--- config.mk ---
export PLATFORM = sky130hd
export DESIGN_NAME = range_frame_parser_flat
export DESIGN_NICKNAME = d
export VERILOG_FILES = /design/src/design/rfp_pkg.sv /design/src/design/rfp_in_if.sv /design/src/design/rfp_out_if.sv /design/src/design/range_frame_parser.sv /design/src/flat_wrapper.sv
export SDC_FILE = /design/constraint.sdc
export NUM_CORES = 1
export LEC_CHECK = 0
export BUFFER_PORTS_ARGS = -buffer_cell sky130_fd_sc_hd__buf_2
export CAP_MARGIN = 20
export CORE_AREA = 3 3 125 127
export CTS_BUF_LIST = sky130_fd_sc_hd__clkbuf_4
export CTS_CLUSTER_DIAMETER = 150
export DETAILED_ROUTE_END_ITERATION = 8
export DIE_AREA = 0 0 128 130
export GPL_TIMING_DRIVEN = 0
export PLACE_DENSITY = 0.38
export SYNTH_ARGS = -nofsm -noshare
export SYNTH_HDL_FRONTEND = slang
export SYNTH_SLANG_ARGS = --single-unit
--- constraint.sdc ---
create_clock -name clk_i -period 6.3 [get_ports clk_i]
set_input_delay 1.89 -clock clk_i [delete_from_list [all_inputs] [get_ports clk_i]]
set_output_delay 1.89 -clock clk_i [all_outputs]
set_load 0.005 [all_outputs]
--- src/design/rfp_pkg.sv ---
package rfp_pkg;

  localparam int unsigned ByteW   = 8;
  localparam int unsigned PosW    = 3;
  localparam int unsigned DistW   = 16;
  localparam int unsigned StatusW = 4;
  localparam int unsigned CfgIdxW = 1;
  localparam int unsigned CfgDataW = 16;

  localparam logic [ByteW-1:0]    FrameHeader      = 8'h5A;
  localparam logic [PosW-1:0]     LastBytePos      = 3'd7;
  localparam logic [PosW-1:0]     DistHighPos      = 3'd4;
  localparam logic [PosW-1:0]     DistLowPos       = 3'd5;
  localparam logic [PosW-1:0]     InfoPos          = 3'd6;
  localparam logic [StatusW-1:0]  StatusOutOfRange = 4'd2;
  localparam logic [DistW-1:0]    VibrateLimitMm   = 16'd1000;
  localparam logic [DistW-1:0]    ObstacleThrReset = 16'd300;

  // configuration register indexes
  localparam logic [CfgIdxW-1:0]  CfgObstacleThr   = 1'b0;
  localparam logic [CfgIdxW-1:0]  CfgVibrateEn     = 1'b1;

  typedef struct packed {
    logic [DistW-1:0]   range_mm;
    logic               in_range;
    logic [StatusW-1:0] range_status;
    logic               obstacle;
    logic               vibrate;
  } rfp_result_t;

endpackage

--- src/design/rfp_in_if.sv ---
interface rfp_in_if;
  logic       valid;
  logic       ready;
  logic [7:0] rx_byte;
  logic       frame_restart;

  modport source (output valid, output rx_byte, output frame_restart, input ready);
  modport sink   (input valid, input rx_byte, input frame_restart, output ready);
endinterface

--- src/design/rfp_out_if.sv ---
interface rfp_out_if;
  logic        valid;
  logic        ready;
  logic [15:0] range_mm;
  logic        in_range;
  logic [3:0]  range_status;
  logic        obstacle;
  logic        vibrate;

  modport source (output valid, output range_mm, output in_range, output range_status,
                  output obstacle, output vibrate, input ready);
  modport sink   (input valid, input range_mm, input in_range, input range_status,
                  input obstacle, input vibrate, output ready);
endinterface

--- src/design/range_frame_parser.sv ---
// Channel   Dir  Beat payload                                               Handshake
// rx_i      in   rx_byte[7:0], frame_restart                                valid/ready
// res_o     out  range_mm[15:0], in_range, range_status[3:0], obstacle, vibrate  valid/ready
// cfg       in   cfg_idx_i, cfg_wdata_i[15:0]                               cfg_we_i
//
// One received byte per cycle. A good frame's result is registered on the
// edge that takes its checksum byte and is offered on res_o the next cycle.
// The single result register is the only storage between the sides: rx_i
// stays ready while it is empty or being drained in the same cycle, so
// bytes stream at full rate as long as results are taken.
// rst_ni (async, active low) clears the frame position and checksum and
// returns the config to threshold 300 mm, vibrate off.
module range_frame_parser (
  input  logic                         clk_i,
  input  logic                         rst_ni,
  input  logic                         cfg_we_i,
  input  logic [rfp_pkg::CfgIdxW-1:0]  cfg_idx_i,
  input  logic [rfp_pkg::CfgDataW-1:0] cfg_wdata_i,
  rfp_in_if.sink                       rx_i,
  rfp_out_if.source                    res_o
);
  import rfp_pkg::*;

  // configuration
  logic [DistW-1:0] obst_thr_q;
  logic             vib_en_q;

  // frame assembly state
  logic [PosW-1:0]  pos_q, pos_d;
  logic [ByteW-1:0] sum_q, sum_d;
  logic [ByteW-1:0] dist_hi_q, dist_lo_q, info_q;

  // result register
  logic             res_valid_q, res_valid_d;
  rfp_result_t      res_q, res_d;

  logic             in_acc;
  logic [PosW-1:0]  pos_eff;
  logic [ByteW-1:0] sum_eff;
  logic             frame_good;
  logic [DistW-1:0] meas_mm;
  logic [StatusW-1:0] status;
  logic             rng_ok;

  assign rx_i.ready = !res_valid_q || res_o.ready;
  assign in_acc     = rx_i.valid && rx_i.ready;

  // restart drops the partial frame before this byte is looked at
  assign pos_eff = rx_i.frame_restart ? '0 : pos_q;
  assign sum_eff = rx_i.frame_restart ? '0 : sum_q;

  assign frame_good = (pos_eff == LastBytePos) && (sum_eff == rx_i.rx_byte);
  assign meas_mm    = {dist_hi_q, dist_lo_q};
  assign status     = info_q[ByteW-1 -: StatusW];
  assign rng_ok     = (status != StatusOutOfRange);

  always_comb begin
    pos_d = pos_q;
    sum_d = sum_q;
    if (in_acc) begin
      if (pos_eff == '0) begin
        // hunt for the header; anything else is dropped
        if (rx_i.rx_byte == FrameHeader) begin
          pos_d = PosW'(1);
          sum_d = rx_i.rx_byte;
        end else begin
          pos_d = '0;
          sum_d = sum_eff;
        end
      end else if (pos_eff == LastBytePos) begin
        pos_d = '0;
        sum_d = '0;
      end else begin
        pos_d = pos_eff + PosW'(1);
        sum_d = sum_eff + rx_i.rx_byte;
      end
    end
  end

  always_comb begin
    res_d.range_status = status;
    res_d.in_range     = rng_ok;
    if (rng_ok) begin
      res_d.range_mm = meas_mm;
      res_d.obstacle = (meas_mm != '0) && (meas_mm < obst_thr_q);
      res_d.vibrate  = vib_en_q && (meas_mm < VibrateLimitMm);
    end else begin
      res_d.range_mm = '0;
      res_d.obstacle = 1'b0;
      res_d.vibrate  = 1'b0;
    end
  end

  always_comb begin
    res_valid_d = res_valid_q;
    if (res_o.ready) begin
      res_valid_d = 1'b0;
    end
    if (in_acc && frame_good) begin
      res_valid_d = 1'b1;
    end
  end

  always_ff @(posedge clk_i or negedge rst_ni) begin
    if (!rst_ni) begin
      obst_thr_q <= ObstacleThrReset;
      vib_en_q   <= 1'b0;
    end else if (cfg_we_i) begin
      unique case (cfg_idx_i)
        CfgObstacleThr: obst_thr_q <= cfg_wdata_i;
        CfgVibrateEn:   vib_en_q   <= cfg_wdata_i[0];
        default: ;
      endcase
    end
  end

  always_ff @(posedge clk_i or negedge rst_ni) begin
    if (!rst_ni) begin
      pos_q       <= '0;
      sum_q       <= '0;
      dist_hi_q   <= '0;
      dist_lo_q   <= '0;
      info_q      <= '0;
      res_valid_q <= 1'b0;
    end else begin
      pos_q       <= pos_d;
      sum_q       <= sum_d;
      res_valid_q <= res_valid_d;
      if (in_acc) begin
        if (pos_eff == DistHighPos) dist_hi_q <= rx_i.rx_byte;
        if (pos_eff == DistLowPos)  dist_lo_q <= rx_i.rx_byte;
        if (pos_eff == InfoPos)     info_q    <= rx_i.rx_byte;
      end
    end
  end

  // result payload only loads on a good checksum beat
  always_ff @(posedge clk_i) begin
    if (in_acc && frame_good) begin
      res_q <= res_d;
    end
  end

  assign res_o.valid        = res_valid_q;
  assign res_o.range_mm     = res_q.range_mm;
  assign res_o.in_range     = res_q.in_range;
  assign res_o.range_status = res_q.range_status;
  assign res_o.obstacle     = res_q.obstacle;
  assign res_o.vibrate      = res_q.vibrate;

`ifndef SYNTHESIS
  a_res_from_checksum: assert property (@(posedge clk_i) disable iff (!rst_ni)
    $rose(res_valid_q) |-> $past(in_acc && pos_eff == LastBytePos))
    else $error("result raised without a checksum beat");

  a_out_of_range_zero: assert property (@(posedge clk_i) disable iff (!rst_ni)
    (res_valid_q && !res_q.in_range) |->
      (res_q.range_mm == '0 && !res_q.obstacle && !res_q.vibrate))
    else $error("out-of-range result carries distance or flags");

  a_restart_drops: assert property (@(posedge clk_i) disable iff (!rst_ni)
    (in_acc && rx_i.frame_restart && rx_i.rx_byte != FrameHeader) |=> (pos_q == '0))
    else $error("restart did not drop the partial frame");

  a_obstacle_below_thr: assert property (@(posedge clk_i) disable iff (!rst_ni)
    (res_valid_q && res_q.obstacle) |->
      (res_q.range_mm != '0 && res_q.range_mm < obst_thr_q))
    else $error("obstacle flagged outside threshold");
`endif

endmodule
--- src/flat_wrapper.sv ---
// flat-port wrapper written by rule: the top's interface ports become plain ports
module range_frame_parser_flat import rfp_pkg::*;
  (clk_i, rst_ni, cfg_we_i, cfg_idx_i, cfg_wdata_i, rx_i_valid, rx_i_rx_byte, rx_i_frame_restart, rx_i_ready, res_o_valid, res_o_range_mm, res_o_in_range, res_o_range_status, res_o_obstacle, res_o_vibrate, res_o_ready);
  rfp_in_if rx_i_i ();
  rfp_out_if res_o_i ();
  input  logic clk_i;
  input  logic rst_ni;
  input  logic cfg_we_i;
  input  logic [rfp_pkg::CfgIdxW-1:0] cfg_idx_i;
  input  logic [rfp_pkg::CfgDataW-1:0] cfg_wdata_i;
  input wire logic [$bits(rx_i_i.valid)-1:0] rx_i_valid;
  input wire logic [$bits(rx_i_i.rx_byte)-1:0] rx_i_rx_byte;
  input wire logic [$bits(rx_i_i.frame_restart)-1:0] rx_i_frame_restart;
  output wire logic [$bits(rx_i_i.ready)-1:0] rx_i_ready;
  output wire logic [$bits(res_o_i.valid)-1:0] res_o_valid;
  output wire logic [$bits(res_o_i.range_mm)-1:0] res_o_range_mm;
  output wire logic [$bits(res_o_i.in_range)-1:0] res_o_in_range;
  output wire logic [$bits(res_o_i.range_status)-1:0] res_o_range_status;
  output wire logic [$bits(res_o_i.obstacle)-1:0] res_o_obstacle;
  output wire logic [$bits(res_o_i.vibrate)-1:0] res_o_vibrate;
  input wire logic [$bits(res_o_i.ready)-1:0] res_o_ready;
  assign rx_i_i.valid = rx_i_valid;
  assign rx_i_i.rx_byte = rx_i_rx_byte;
  assign rx_i_i.frame_restart = rx_i_frame_restart;
  assign rx_i_ready = rx_i_i.ready;
  assign res_o_valid = res_o_i.valid;
  assign res_o_range_mm = res_o_i.range_mm;
  assign res_o_in_range = res_o_i.in_range;
  assign res_o_range_status = res_o_i.range_status;
  assign res_o_obstacle = res_o_i.obstacle;
  assign res_o_vibrate = res_o_i.vibrate;
  assign res_o_i.ready = res_o_ready;
  range_frame_parser u_core (.clk_i(clk_i), .rst_ni(rst_ni), .cfg_we_i(cfg_we_i), .cfg_idx_i(cfg_idx_i), .cfg_wdata_i(cfg_wdata_i), .rx_i(rx_i_i), .res_o(res_o_i));
endmodule
==> results by stage, run 1 <==
Clock network:
- The number of sinks handled by clock tree synthesis is 72.
- The maximum clock insertion buffer count is 2.
- The library cell used as clock root buffer is clkbuf_4.
- The clock reaches the later pin of the worst-skew pair after 0.45 ns.
- The number of buffers inserted by post-CTS setup repair is 0.
- After clock tree synthesis, the repair step resized 0 gates.
- The CTS tree is done.
- The number of buffers inserted during clock tree synthesis is 9.
- The clock-pin slew reported for the worst setup and hold paths after clock tree synthesis is ~0.12 ns.
- The number of levels the H-tree was split into is 3.
- Hold repair after CTS inserted 0 buffers.

Status:
- The flow ran to the end, and the final reports show no timing, DRC or antenna violations.

Worst setup path:
- Counting both buffers and inverters, the worst setup path holds a total of 3.
- The highest fanout seen on the critical path is 23.
- STA classifies the critical path endpoint as a flop.
- The startpoint type of the worst setup path is an input pin.
- The top cell family by delay on the critical path is buffers and inverters.
- The required arrival time at the worst endpoint is 6.36 ns.
- The startpoint of the worst setup timing path is rx_i_frame_restart.
- Walking the worst path, the cells encountered are buf_2 > clkbuf_1 > nor2b_1 > ha_1 > nor4b_1 > nand4_1 > inv_1.
- The critical path crosses 7 cells after its start point.
- The endpoint identified for the worst register-to-register timing path is u_core.res_o.in_range$_DFFE_PP_.
- The logic depth of the worst register-to-register path is 5.
- The worst path arrival time is around 4.3 ns.
- The worst setup path endpoint is u_core.res_o.in_range$_DFFE_PP_.
- The critical register-to-register path startpoint is u_core.sum_q[2]$_DFFE_PN0P_.
- The slowest stage cell on the critical path is inv_1.
- The maximum single-stage delay on the critical path is 0.77 ns.
- The setup slack of the worst register-to-register path is 3.66 ns.
- The critical path in this run is classified as in2reg.

Layout:
- The number of diodes added for antenna fixing is 0.
- The net count reported at finish is 431.
- The fraction of layout cells with a size suffix above 1 is 0.286.
- The area added between synthesis and finish is 19.5%.

Synthesis:
- After synthesis, the mean cell area works out to 11.9 um^2.
- The post-synthesis sequential area ratio is 0.530.
- The synthesis warning total is 0.
- The synthesized netlist occupies a cell area of 3630 um^2.
- The count of mapped cells out of synthesis is 305.
- Ranked by total cell area, the synthesized netlist is headed by dfrtp_1 (31%), edfxtp_1 (19%), ha_1 (9.3%).
- Yosys mapped a number of flops with a built-in enable equal to 23.
- The number of nets in the synthesized netlist is 364.
- Yosys instantiated no cell more often than dfrtp_1.
- The most used flip-flop cell after synthesis is dfrtp_1.
- The share of synthesized area in the top cell type comes to 0.310.
- The largest area contributor in the synthesized netlist is dfrtp_1.
- Counting flops with an async set or reset pin after synthesis yields a share of 0.681.
- The commonest cells after synthesis are dfrtp_1 (45), nand2_1 (29), ha_1 (27).
- The number of distinct standard cells referenced by the synthesized netlist is 48.
- The count of state elements after synthesis is between 70 and 80.

Pwr:
- Of the total power, registers draw 0.522.
- VDD sags by at most 0.119 mV.
- The cell area power density is 222 nW/um^2.
- The clock power share is 0.394.
- Cell internal power was estimated by the tool at 0.733 mW.
- The net switching power is roughly 0.23 mW.
- In this run the static leakage power is 2.11 nW.
- The power share of the combinational group is 0.084.
- The overall power after layout is between 0.9 and 1 mW.
- The switching power as a share of total power is 0.238.

Place:
- The routability-driven placement congestion ratio is 0.783.
- The number of buffer cells added on primary ports is 55.
- The detailed placer's ending HPWL is between 6000 and 7000 um.

GRT:
- The global router's overall resource usage is 0.115.
- The wire length of the first global-routing pass is 14,400 um.
- The pin count of the biggest net entering global routing is 36.
- Summed over all layers, the global routing overflow is 0.
- The initial antenna violation count is 0.
- The via count of the first global-routing pass is 2,610.

STA:
- Setup violations remaining at the end of the flow were counted as 0.
- The transition time of the tightest slew-check pin is around 1 ns.
- The post-route fraction of the period consumed by the critical path is 0.665.
- The headroom to the max-slew limit is 0.331.
- Timing would allow up to 239 MHz.
- The minimum clock period after layout is about 4.2 ns.
- The count of pins over their slew limit was 0.
- Setup repair after global routing left no endpoint under its margin.
- The sum of negative setup slack is 0 ns.
- The hold violation total from the final report is 0.
- On the final layout, the worst clock skew is 0.0212 ns.

Floorplanning:
- The effective utilization at floorplan is 0.250.
- The placement row count is 44.
- The vertical die dimension is 130 um.
- The die covers around 17,000 um^2.
- After floorplanning, the core was sized to cover around 15,000 um^2.
- From left edge to right edge, the die measures 128 um.
- The count of boundary I/O pins is 56.

Drt:
- After detailed routing, the number of remaining DRC violations is 0.
- The routed design has 8990 um of wire.
- Before antenna repair, the detailed router went through 4 iterations.
- For this block, the initial DRC count from the detailed router was 54.
- Dividing the detail-routed via count by the number of cells gives 4.42.
- For this block, the via count after detailed routing is roughly 2,500.
- After detailed routing, the average wire length per cell comes to 16.0 um.
- In this run the remaining antenna-violating nets after routing total 0.

Min path:
- In this run the worst hold path is classified as reg2reg.

Flow run:
- The tool flagged a number of max-cap violations equal to 0.
cell families (layout without fill, tap and decap cells):
| group | count (synthesis) | count (layout) | share of synthesized area |
|---|---|---|---|
| compound gates | 55 | 55 | 0.101 |
| flops | 72 | 72 | 0.530 |
| fa+ha+maj | 28 | 28 | 0.0987 |
| xor+xnor | 7 | 7 | 0.0169 |
| simple gates | 92 | 92 | 0.151 |
| buf+inv | 29 | 101 | 0.0342 |
| mux | 22 | 22 | 0.0683 |
metal layers:
metal | vias to the layer above | track usage | wire, um
met2 | 57 | 0.178 | 4000
met5 | - | 0 | 0
met1 | 1187 | 0.156 | 4380
li1 | 1225 | - | -
met4 | 0 | 0.0362 | 143
met3 | 9 | 0.0360 | 463
placed cells by master (no fill, tap or decap), types with 3 or more instances in the layout:
cell / count
mux2_2: 22
a221o_1: 3
buf_2: 55
a22o_1: 4
nand4_1: 3
o21ai_0: 21
clkbuf_1: 5
nor2_1: 5
a21oi_1: 11
nor2b_1: 19
dfrtp_1: 45
inv_1: 22
nor4_1: 4
edfxtp_1: 23
dfstp_2: 4
xor2_1: 3
and2b_1: 8
nand3_1: 5
ha_1: 27
a21o_1: 4
bufinv_16: 3
nand2_1: 29
clkbuf_4: 10
xnor2_1: 4
state kept, by name, indices dropped and copies added, names as in the netlist, 3 cells and up:
name,count
u_core.dist_hi_q,8
u_core.sum_q,8
u_core.dist_lo_q,8
u_core.res_o.range_mm,16
u_core.obst_thr_q,16
u_core.pos_q,3
u_core.info_q,4
u_core.res_o.range_status,4
how the worst min path moves through the flow:
| stage | from | to | slack [ns] | depth (start not counted) |
|---|---|---|---|---|
| 6_report | u_core.pos_q[1]$_DFFE_PN0P_ | u_core.pos_q[1]$_DFFE_PN0P_ | 0.48 | 2 |
| 5_1_grt | u_core.pos_q[1]$_DFFE_PN0P_ | u_core.pos_q[1]$_DFFE_PN0P_ | 0.51 | 2 |
| 4_1_cts | u_core.pos_q[1]$_DFFE_PN0P_ | u_core.pos_q[1]$_DFFE_PN0P_ | 0.49 | 2 |
| 3_5_place_dp | u_core.pos_q[1]$_DFFE_PN0P_ | u_core.pos_q[1]$_DFFE_PN0P_ | 0.46 | 2 |
| 3_3_place_gp | u_core.pos_q[1]$_DFFE_PN0P_ | u_core.pos_q[1]$_DFFE_PN0P_ | 0.45 | 2 |
| 2_1_floorplan | u_core.pos_q[1]$_DFFE_PN0P_ | u_core.pos_q[1]$_DFFE_PN0P_ | 0.43 | 2 |
metrics by stage:
stage / util / cell area, um^2 / worst slack (ns) / hold WS (ns) / cells
2_1_floorplan: - / 3630 / 2.39 / 0.431 / 305
3_3_place_gp: 0.284 / 4130 / 1.55 / 0.451 / 544
3_5_place_dp: 0.286 / 4150 / 1.58 / 0.461 / 545
4_1_cts: 0.298 / 4340 / 2.09 / 0.490 / 561
5_1_grt: 0.298 / 4340 / 1.91 / 0.513 / 561
6_report: 0.298 / 4340 / 2.11 / 0.483 / 561
tightest hold or removal path: stages, from the launching register on:
cell and delay [ns]:
dfrtp_1 0.36, nand2_1 0.05, nand2_1 0.05
cell type report:
type                            count  area (um^2)
Buffer                              7         41.3
Clock buffer                       10         75.1
Clock inverter                      6          108
Fill cell                        1547        10200
Inverter                           22         82.6
Multi-Input combinational cell    204         1580
Sequential cell                    72         1920
Tap cell                          184          230
Timing Repair Buffer               56          295
power by group through the flow:
stage / logic (mW) / registers [mW] / clock network (mW)
after detailed placement: 0.0834 / 0.512 / 0
final: 0.0810 / 0.502 / 0.380
after CTS: 0.0838 / 0.502 / 0.401
after global placement: 0.0795 / 0.512 / 0
after floorplan: 0.0453 / 0.510 / 0
after global routing: 0.0939 / 0.504 / 0.419
(Power assumes the default switching activity.)
==> inputs of run 2 (changes only) <==
--- a/config.mk
+++ b/config.mk
@@ -13,7 +13,7 @@
 export DETAILED_ROUTE_END_ITERATION = 8
 export DIE_AREA = 0 0 128 130
 export GPL_TIMING_DRIVEN = 0
-export PLACE_DENSITY = 0.38
+export PLACE_DENSITY = 0.39
 export SYNTH_ARGS = -nofsm -noshare
 export SYNTH_HDL_FRONTEND = slang
 export SYNTH_SLANG_ARGS = --single-unit
==> constraint.sdc (replaced) <==
create_clock -name clk_i -period 3.75 [get_ports clk_i]
set_input_delay 1.125 -clock clk_i [delete_from_list [all_inputs] [get_ports clk_i]]
set_output_delay 1.125 -clock clk_i [all_outputs]
set_load 0.005 [all_outputs]
==> results by stage, run 2 (same netlist as run 1, synthesis figures left out) <==
Status:
- The run finished with clean final reports.

Place:
- The detailed placer's ending HPWL came to 6480 um (-1.4%).
- The post-place instance area is 4150 um^2 (unchanged).
- The routability-driven placement congestion ratio was 0.777 (-0.77%).
- The number of buffer cells added on primary ports is 55 (unchanged).
- The cell count after placement came to 545 (unchanged).

Clock network:
- The number of buffers inserted during clock tree synthesis is 9 (unchanged).
- TritonCTS built the clock tree.
- The clock-pin slew reported for the worst setup and hold paths after clock tree synthesis is 0.11 ns (about the same).
- The post-cts gate resize count is 0 (unchanged).
- The number of buffers inserted by post-CTS setup repair is 0 (unchanged).
- The maximum clock insertion buffer count came to 2 (unchanged).
- The number of levels the H-tree was split into is 3 (unchanged).
- The library cell used as clock root buffer is clkbuf_4.
- The number of sinks handled by clock tree synthesis is 72 (unchanged).
- The number of hold buffers added after CTS is 0 (unchanged).
- The latest clock arrival within the worst-skew pair is 0.45 ns (about the same).

Worst setup path:
- The maximum single-stage delay on the critical path was 0.79 ns (+0.02 ns).
- The buffering stage count on the worst path with inverters included came to 3 (unchanged).
- For this design, the slowest cell found on the critical path is inv_1.
- The kind of capture point of the worst setup path is a flop.
- The kind of cell with the highest combined delay along the critical path is buffers and inverters.
- The highest fanout seen on the critical path came to 23 (unchanged).
- The critical path class is in2reg.
- The required arrival time at the worst endpoint was 3.81 ns (-2.55 ns).
- The worst setup path is launched from an input pin.
- The worst path arrival time is 3.46 ns (-0.79 ns).
- Traced cell by cell, the critical path runs through buf_2 > clkbuf_1 > nor2b_1 > ha_1 > nor4b_1 > nand4_1 > inv_1.

Pwr:
- The overall power after layout is 1.47 mW (+53%).
- The clock power share came to 0.336 (-0.058).
- The leakage component of the power is 2.09 nW (-1.0%).
- The switching power as a share of total power is 0.255 (+0.0162).
- The cell area power density is 343 nW/um^2 (+55%).
- The worst-case vdd ir drop was 0.142 mV (+19%).
- The part of the power in registers was 0.573 (+0.051).
- The power share of the combinational group is 0.092 (+0.008).
- The net switching power is 0.375 mW (+63%).
- The internal power consumption is 1.10 mW (+50%).

Layout:
- The number of diodes added for antenna fixing is 0 (unchanged).
- The net count reported at finish came to 431 (unchanged).
- The fraction of layout cells with a size suffix above 1 was 0.289 (+0.00265).
- The library cell used most frequently in the layout, excluding fill and tap cells, is buf_2.
- The area added between synthesis and finish is 18.2%.
- The final design instance area without fill is 4290 um^2 (-1.1%).
- The top cell types in the final layout, fill and taps aside, are buf_2 (55), dfrtp_1 (45), nand2_1 (29).
- The number of non-filler instances in the completed layout is 561 (unchanged).

Floorplanning:
- The placeable core region was 14,500 um^2 (unchanged).
- The floorplan die area is 16,600 um^2 (unchanged).
- The width of the die is 128 um (unchanged).
- The count of boundary I/O pins is 56 (unchanged).
- The placement row count is 44 (unchanged).
- The vertical die dimension came to 130 um (unchanged).
- The effective utilization at floorplan is 0.250 (unchanged).

Drt:
- The via count of the routed design was 2,440 (-1.5%).
- The number of iterations in the first detailed-routing pass is 4 (unchanged).
- The number of vias per cell is 4.35 (-1.5%).
- The final wirelength is 8810 um (-2.0%).
- The detail-routed net length per standard cell is 15.7 um (-2.0%).
- The number of DRC violations after detailed routing is 0 (unchanged).
- The number of nets with antenna violations after routing is 0 (unchanged).
- The iteration-0 DRC count of the detailed router is 65 (+20%).

GRT:
- The pin count of the biggest net entering global routing is 35 (-2.8%).
- The final global-route overflow total is 0 (unchanged).
- The global router's overall resource usage came to 0.112 (-0.00353).
- The wire length of the first global-routing pass is 14,200 um (-1.1%).
- The initial antenna violation count came to 0 (unchanged).
- The via count of the first global-routing pass came to 2,634 (+0.92%).

STA:
- Setup repair after global routing left no endpoint under its margin.
- The peak clock frequency supported by timing is just under 300 MHz.
- The count of final setup violators is 0 (unchanged).
- The count of pins over their slew limit is 0 (unchanged).
- The hold violation total from the final report is 0 (unchanged).
- The clock skew after layout came to 0.0252 ns (+0.00397 ns).
- The post-route fraction of the period consumed by the critical path is 0.909.
- The transition time of the tightest slew-check pin was 1.03 ns (+0.0245 ns).
- The headroom to the max-slew limit is 0.314 (-0.0163).
- The minimum clock period after layout is 3.41 ns.

Flow run:
- The number of maximum-capacitance constraint violations is 0 (unchanged).

Min path:
- The worst hold-check path type is reg2reg.
==> run 2: cell types whose count changed in the layout (fill, tap and decap cells not counted) <==
| cell | delta |
|---|---|
| bufinv_16 | -2 |
| clkinv_1 | -1 |
| clkinv_2 | +2 |
| clkinvlp_4 | +1 |
==> run 2: worst paths after layout <==
kind	startpoint	to	slack, ns	depth (start not counted)
max	rx_i_frame_restart	u_core.res_o.range_mm[4]$_SDFFCE_PN0P_	0.34	7
min	u_core.pos_q[1]$_DFFE_PN0P_	u_core.pos_q[1]$_DFFE_PN0P_	0.47	2
max reg2reg	u_core.sum_q[2]$_DFFE_PN0P_	u_core.res_o.range_mm[4]$_SDFFCE_PN0P_	1.16	5
min reg2reg	u_core.pos_q[1]$_DFFE_PN0P_	u_core.pos_q[1]$_DFFE_PN0P_	0.47	2
max in group asynchronous	rst_ni	u_core.obst_thr_q[5]$_DFFE_PN1P_	2.52	2
min in group asynchronous	rst_ni	u_core.sum_q[3]$_DFFE_PN0P_	0.62	1
==> run 2: worst register-to-register path: cells and delay by family, from the launching register on <==
| kind | cells | cell delay (ns) |
|---|---|---|
| adders and majority gates | 1 | 0.39 |
| and+or+nand+nor | 3 | 0.63 |
| DFF | 1 | 0.39 |
| buffers and inverters | 1 | 0.79 |
==> run 2: layout make-up <==
class	instances	area, um^2
plain buffers	7	41.3
clock buffers	10	75.1
clock inverters	6	61.3
fillers	1536	10200
inverters	22	82.6
multi-input cells	204	1580
flip-flops and latches	72	1920
well taps	184	230
repair buffers	56	295
==> run 2: stage by stage <==
step	hold WS (ns)	utilization	setup TNS, ns	setup slack (ns)
after floorplan	0.431	-	0	0.642
after global placement	0.451	0.284	-4.59	-0.201
after detailed placement	0.449	0.286	-3.30	-0.147
after CTS	0.477	0.295	0	0.358
after global routing	0.508	0.295	0	0.165
final	0.470	0.295	0	0.343
==> run 2: power by group through the flow <==
stage | Sequential (mW) | Clock [mW] | Combinational, mW
final | 0.843 | 0.494 | 0.135
after global routing | 0.845 | 0.549 | 0.157
after CTS | 0.843 | 0.521 | 0.140
after detailed placement | 0.859 | 0 | 0.140
after global placement | 0.859 | 0 | 0.136
after floorplan | 0.857 | 0 | 0.0761
==> run 2: metal layers <==
layer	track usage	up-vias	wire, um
li1	-	1215	-
met3	0.0327	7	467
met2	0.175	52	3970
met4	0.0368	0	108
met1	0.149	1166	4260
met5	0	-	0
==> inputs of run 3 (changes only) <==
--- a/config.mk
+++ b/config.mk
@@ -14,6 +14,7 @@
 export DIE_AREA = 0 0 128 130
 export GPL_TIMING_DRIVEN = 0
 export PLACE_DENSITY = 0.39
+export RECOVER_POWER = 100
 export SYNTH_ARGS = -nofsm -noshare
 export SYNTH_HDL_FRONTEND = slang
 export SYNTH_SLANG_ARGS = --single-unit
==> results by stage, run 3 (same netlist as run 1, synthesis figures left out) <==
Clock network:
- The post-cts gate resize count is 0 (unchanged).
- The clock-pin slew reported for the worst setup and hold paths after clock tree synthesis is 0.11 ns (about the same).
- The number of hold buffers added after CTS is 0 (unchanged).
- The maximum clock insertion buffer count is 2 (unchanged).
- The cell sitting at the root of the clock tree is a clkbuf_4.
- The number of sinks handled by clock tree synthesis was 72 (unchanged).
- The number of levels the H-tree was split into is 3 (unchanged).
- The number of buffers inserted during clock tree synthesis is 9 (unchanged).
- TritonCTS built the clock tree.
- The number of buffers inserted by post-CTS setup repair is 0 (unchanged).
- The latest clock arrival within the worst-skew pair is 0.45 ns (about the same).

Place:
- The cell count after placement is 545 (unchanged).
- The number of buffer cells added on primary ports is 55 (unchanged).
- The detailed placer's ending HPWL is 6480 um (unchanged).
- The post-place instance area was 4150 um^2 (unchanged).
- The routability-driven placement congestion ratio is 0.777 (unchanged).

STA:
- Setup repair after global routing left no endpoint under its margin.
- The sum of negative setup slack is 0 ns (unchanged).
- The clock skew after layout is 0.0255 ns (+0.000328 ns).
- The count of pins over their slew limit is 46 (+46).
- The transition time of the tightest slew-check pin is 1.84 ns (+0.815 ns).
- The headroom to the max-slew limit came to -0.246 (-0.560).
- The count of final setup violators is 0 (unchanged).
- The minimum clock period after layout was 3.45 ns (+0.0383 ns).
- The post-route fraction of the period consumed by the critical path is 0.919 (+0.0102).
- The hold violation total from the final report is 0 (unchanged).
- The peak clock frequency supported by timing is 290 MHz (-1.1%).

Worst setup path:
- The required arrival time at the worst endpoint is 3.81 ns (about the same).
- The highest fanout seen on the critical path is 23 (unchanged).
- STA classifies the critical path endpoint as a flop.
- The slowest stage of the critical path is the inv_1 cell.
- The startpoint type of the worst setup path is an input pin.
- The worst path arrival time was 3.50 ns (+0.04 ns).
- The critical path class is in2reg.
- The logic depth of the worst register-to-register path is 3 (-2).
- Counting stages on the worst path, the most repeated cell is clkbuf_1.
- The maximum single-stage delay on the critical path is 0.79 ns (about the same).
- Traced cell by cell, the critical path runs through clkbuf_1 > clkbuf_1 > nor2b_1 > ha_1 > nor4b_1 > nand4_1 > inv_1.

Drt:
- The number of DRC violations after detailed routing was 0 (unchanged).
- The final wirelength is 8800 um (about the same).
- The detail-routed net length per standard cell is 15.7 um (about the same).
- The iteration-0 DRC count of the detailed router came to 60 (-7.7%).
- The via count of the routed design is 2,434 (-0.25%).
- The number of iterations in the first detailed-routing pass is 4 (unchanged).
- The number of nets with antenna violations after routing is 0 (unchanged).
- The number of vias per cell is 4.34 (-0.25%).

Layout:
- The number of diodes added for antenna fixing came to 0 (unchanged).
- Leaving out fill and tap cells, the most frequent cells in the layout are dfrtp_1 (45), buf_2 (42), nand2_1 (31).
- The fraction of layout cells with a size suffix above 1 is 0.239 (-0.0504).
- The area added between synthesis and finish is 16.6%.
- The net count reported at finish is 431 (unchanged).
- The library cell used most frequently in the layout, excluding fill and tap cells, is dfrtp_1.
- The final design instance area without fill was 4230 um^2 (-1.4%).
- The number of non-filler instances in the completed layout is 561 (unchanged).

Min path:
- In this run the worst hold path is classified as reg2reg.
- The worst hold path stage count is 2 (unchanged).

Pwr:
- The part of the power in registers is 0.574 (about the same).
- The internal power consumption is 1.09 mW (-0.21%).
- The worst-case vdd ir drop is 0.140 mV (-0.79%).
- The switching power as a share of total power is 0.254 (about the same).
- The clock power share is 0.336 (about the same).
- The net switching power is 0.374 mW (-0.32%).
- The power share of the combinational group is 0.090 (-0.002).
- The cell area power density was 347 nW/um^2 (+1.1%).
- The leakage component of the power is 2.04 nW (-2.6%).

Floorplanning:
- The vertical die dimension is 130 um (unchanged).
- The placeable core region came to 14,500 um^2 (unchanged).
- The width of the die is 128 um (unchanged).
- The effective utilization at floorplan was 0.250 (unchanged).
- The count of boundary I/O pins is 56 (unchanged).
- The floorplan die area is 16,600 um^2 (unchanged).
- The placement row count is 44 (unchanged).

GRT:
- The via count of the first global-routing pass came to 2,634 (unchanged).
- The initial antenna violation count is 0 (unchanged).
- The pin count of the biggest net entering global routing is 35 (unchanged).
- The global router's overall resource usage was 0.112 (unchanged).
- The wire length of the first global-routing pass is 14,200 um (unchanged).
- The final global-route overflow total is 0 (unchanged).

Status:
- The run finished, with violations left.
- The checks that failed: max-capacitance violations, max-slew violations.

Flow run:
- The number of maximum-capacitance constraint violations is 2 (+2).
==> run 3: path summary, 6_finish.rpt <==
check	startpoint	end	slack, ns
worst max-delay path	rx_i_frame_restart	u_core.res_o.range_mm[4]$_SDFFCE_PN0P_	0.30
worst min-delay path	u_core.pos_q[1]$_DFFE_PN0P_	u_core.pos_q[1]$_DFFE_PN0P_	0.47
worst max register to register	u_core.info_q[4]$_DFFE_PN0P_	u_core.res_o.range_mm[8]$_SDFFCE_PN0P_	0.98
worst min register to register	u_core.pos_q[1]$_DFFE_PN0P_	u_core.pos_q[1]$_DFFE_PN0P_	0.47
max in group asynchronous	rst_ni	u_core.obst_thr_q[12]$_DFFE_PN0P_	0.61
min in group asynchronous	rst_ni	u_core.sum_q[3]$_DFFE_PN0P_	0.81
==> run 3: metal layers <==
metal | global-route usage | vias to the layer above | wire, um
met4 | 0.0368 | 0 | 108
met1 | 0.149 | 1161 | 4250
li1 | - | 1212 | -
met3 | 0.0327 | 7 | 470
met2 | 0.175 | 54 | 3970
met5 | 0 | - | 0
==> run 3: area by class of cell <==
| cell class | count | area, um^2 |
|---|---|---|
| fill | 1544 | 10300 |
| sequential | 72 | 1920 |
| clock inverter | 6 | 61.3 |
| timing repair buffer | 56 | 269 |
| clock buffer | 10 | 75.1 |
| multi-input combinational | 204 | 1550 |
| tap | 184 | 230 |
| buffer | 7 | 41.3 |
| inverter | 22 | 82.6 |
==> run 3: critical path: cells and delay by family <==
kind                       cells  cell delay, ns
adders and majority gates      1            0.38
buffers and inverters          3            1.38
and+or+nand+nor                3            0.60
==> run 3: power by group through the flow <==
stage | Clock [mW] | Combinational (mW) | Sequential (mW)
2_1_floorplan | 0 | 0.0761 | 0.857
3_3_place_gp | 0 | 0.136 | 0.859
3_5_place_dp | 0 | 0.140 | 0.859
4_1_cts | 0.521 | 0.140 | 0.843
5_1_grt | 0.549 | 0.154 | 0.846
6_report | 0.494 | 0.132 | 0.843
==> run 3: through the flow <==
stage                     hold slack (ns)  worst slack (ns)   util  power [mW]
after floorplan                     0.431             0.642      -       0.933
after global placement              0.451            -0.201  0.284       0.995
after detailed placement            0.449            -0.147  0.286       0.999
after CTS                           0.477             0.358  0.295        1.50
after global routing                0.507             0.105  0.291        1.55
final                               0.471             0.304  0.291        1.47
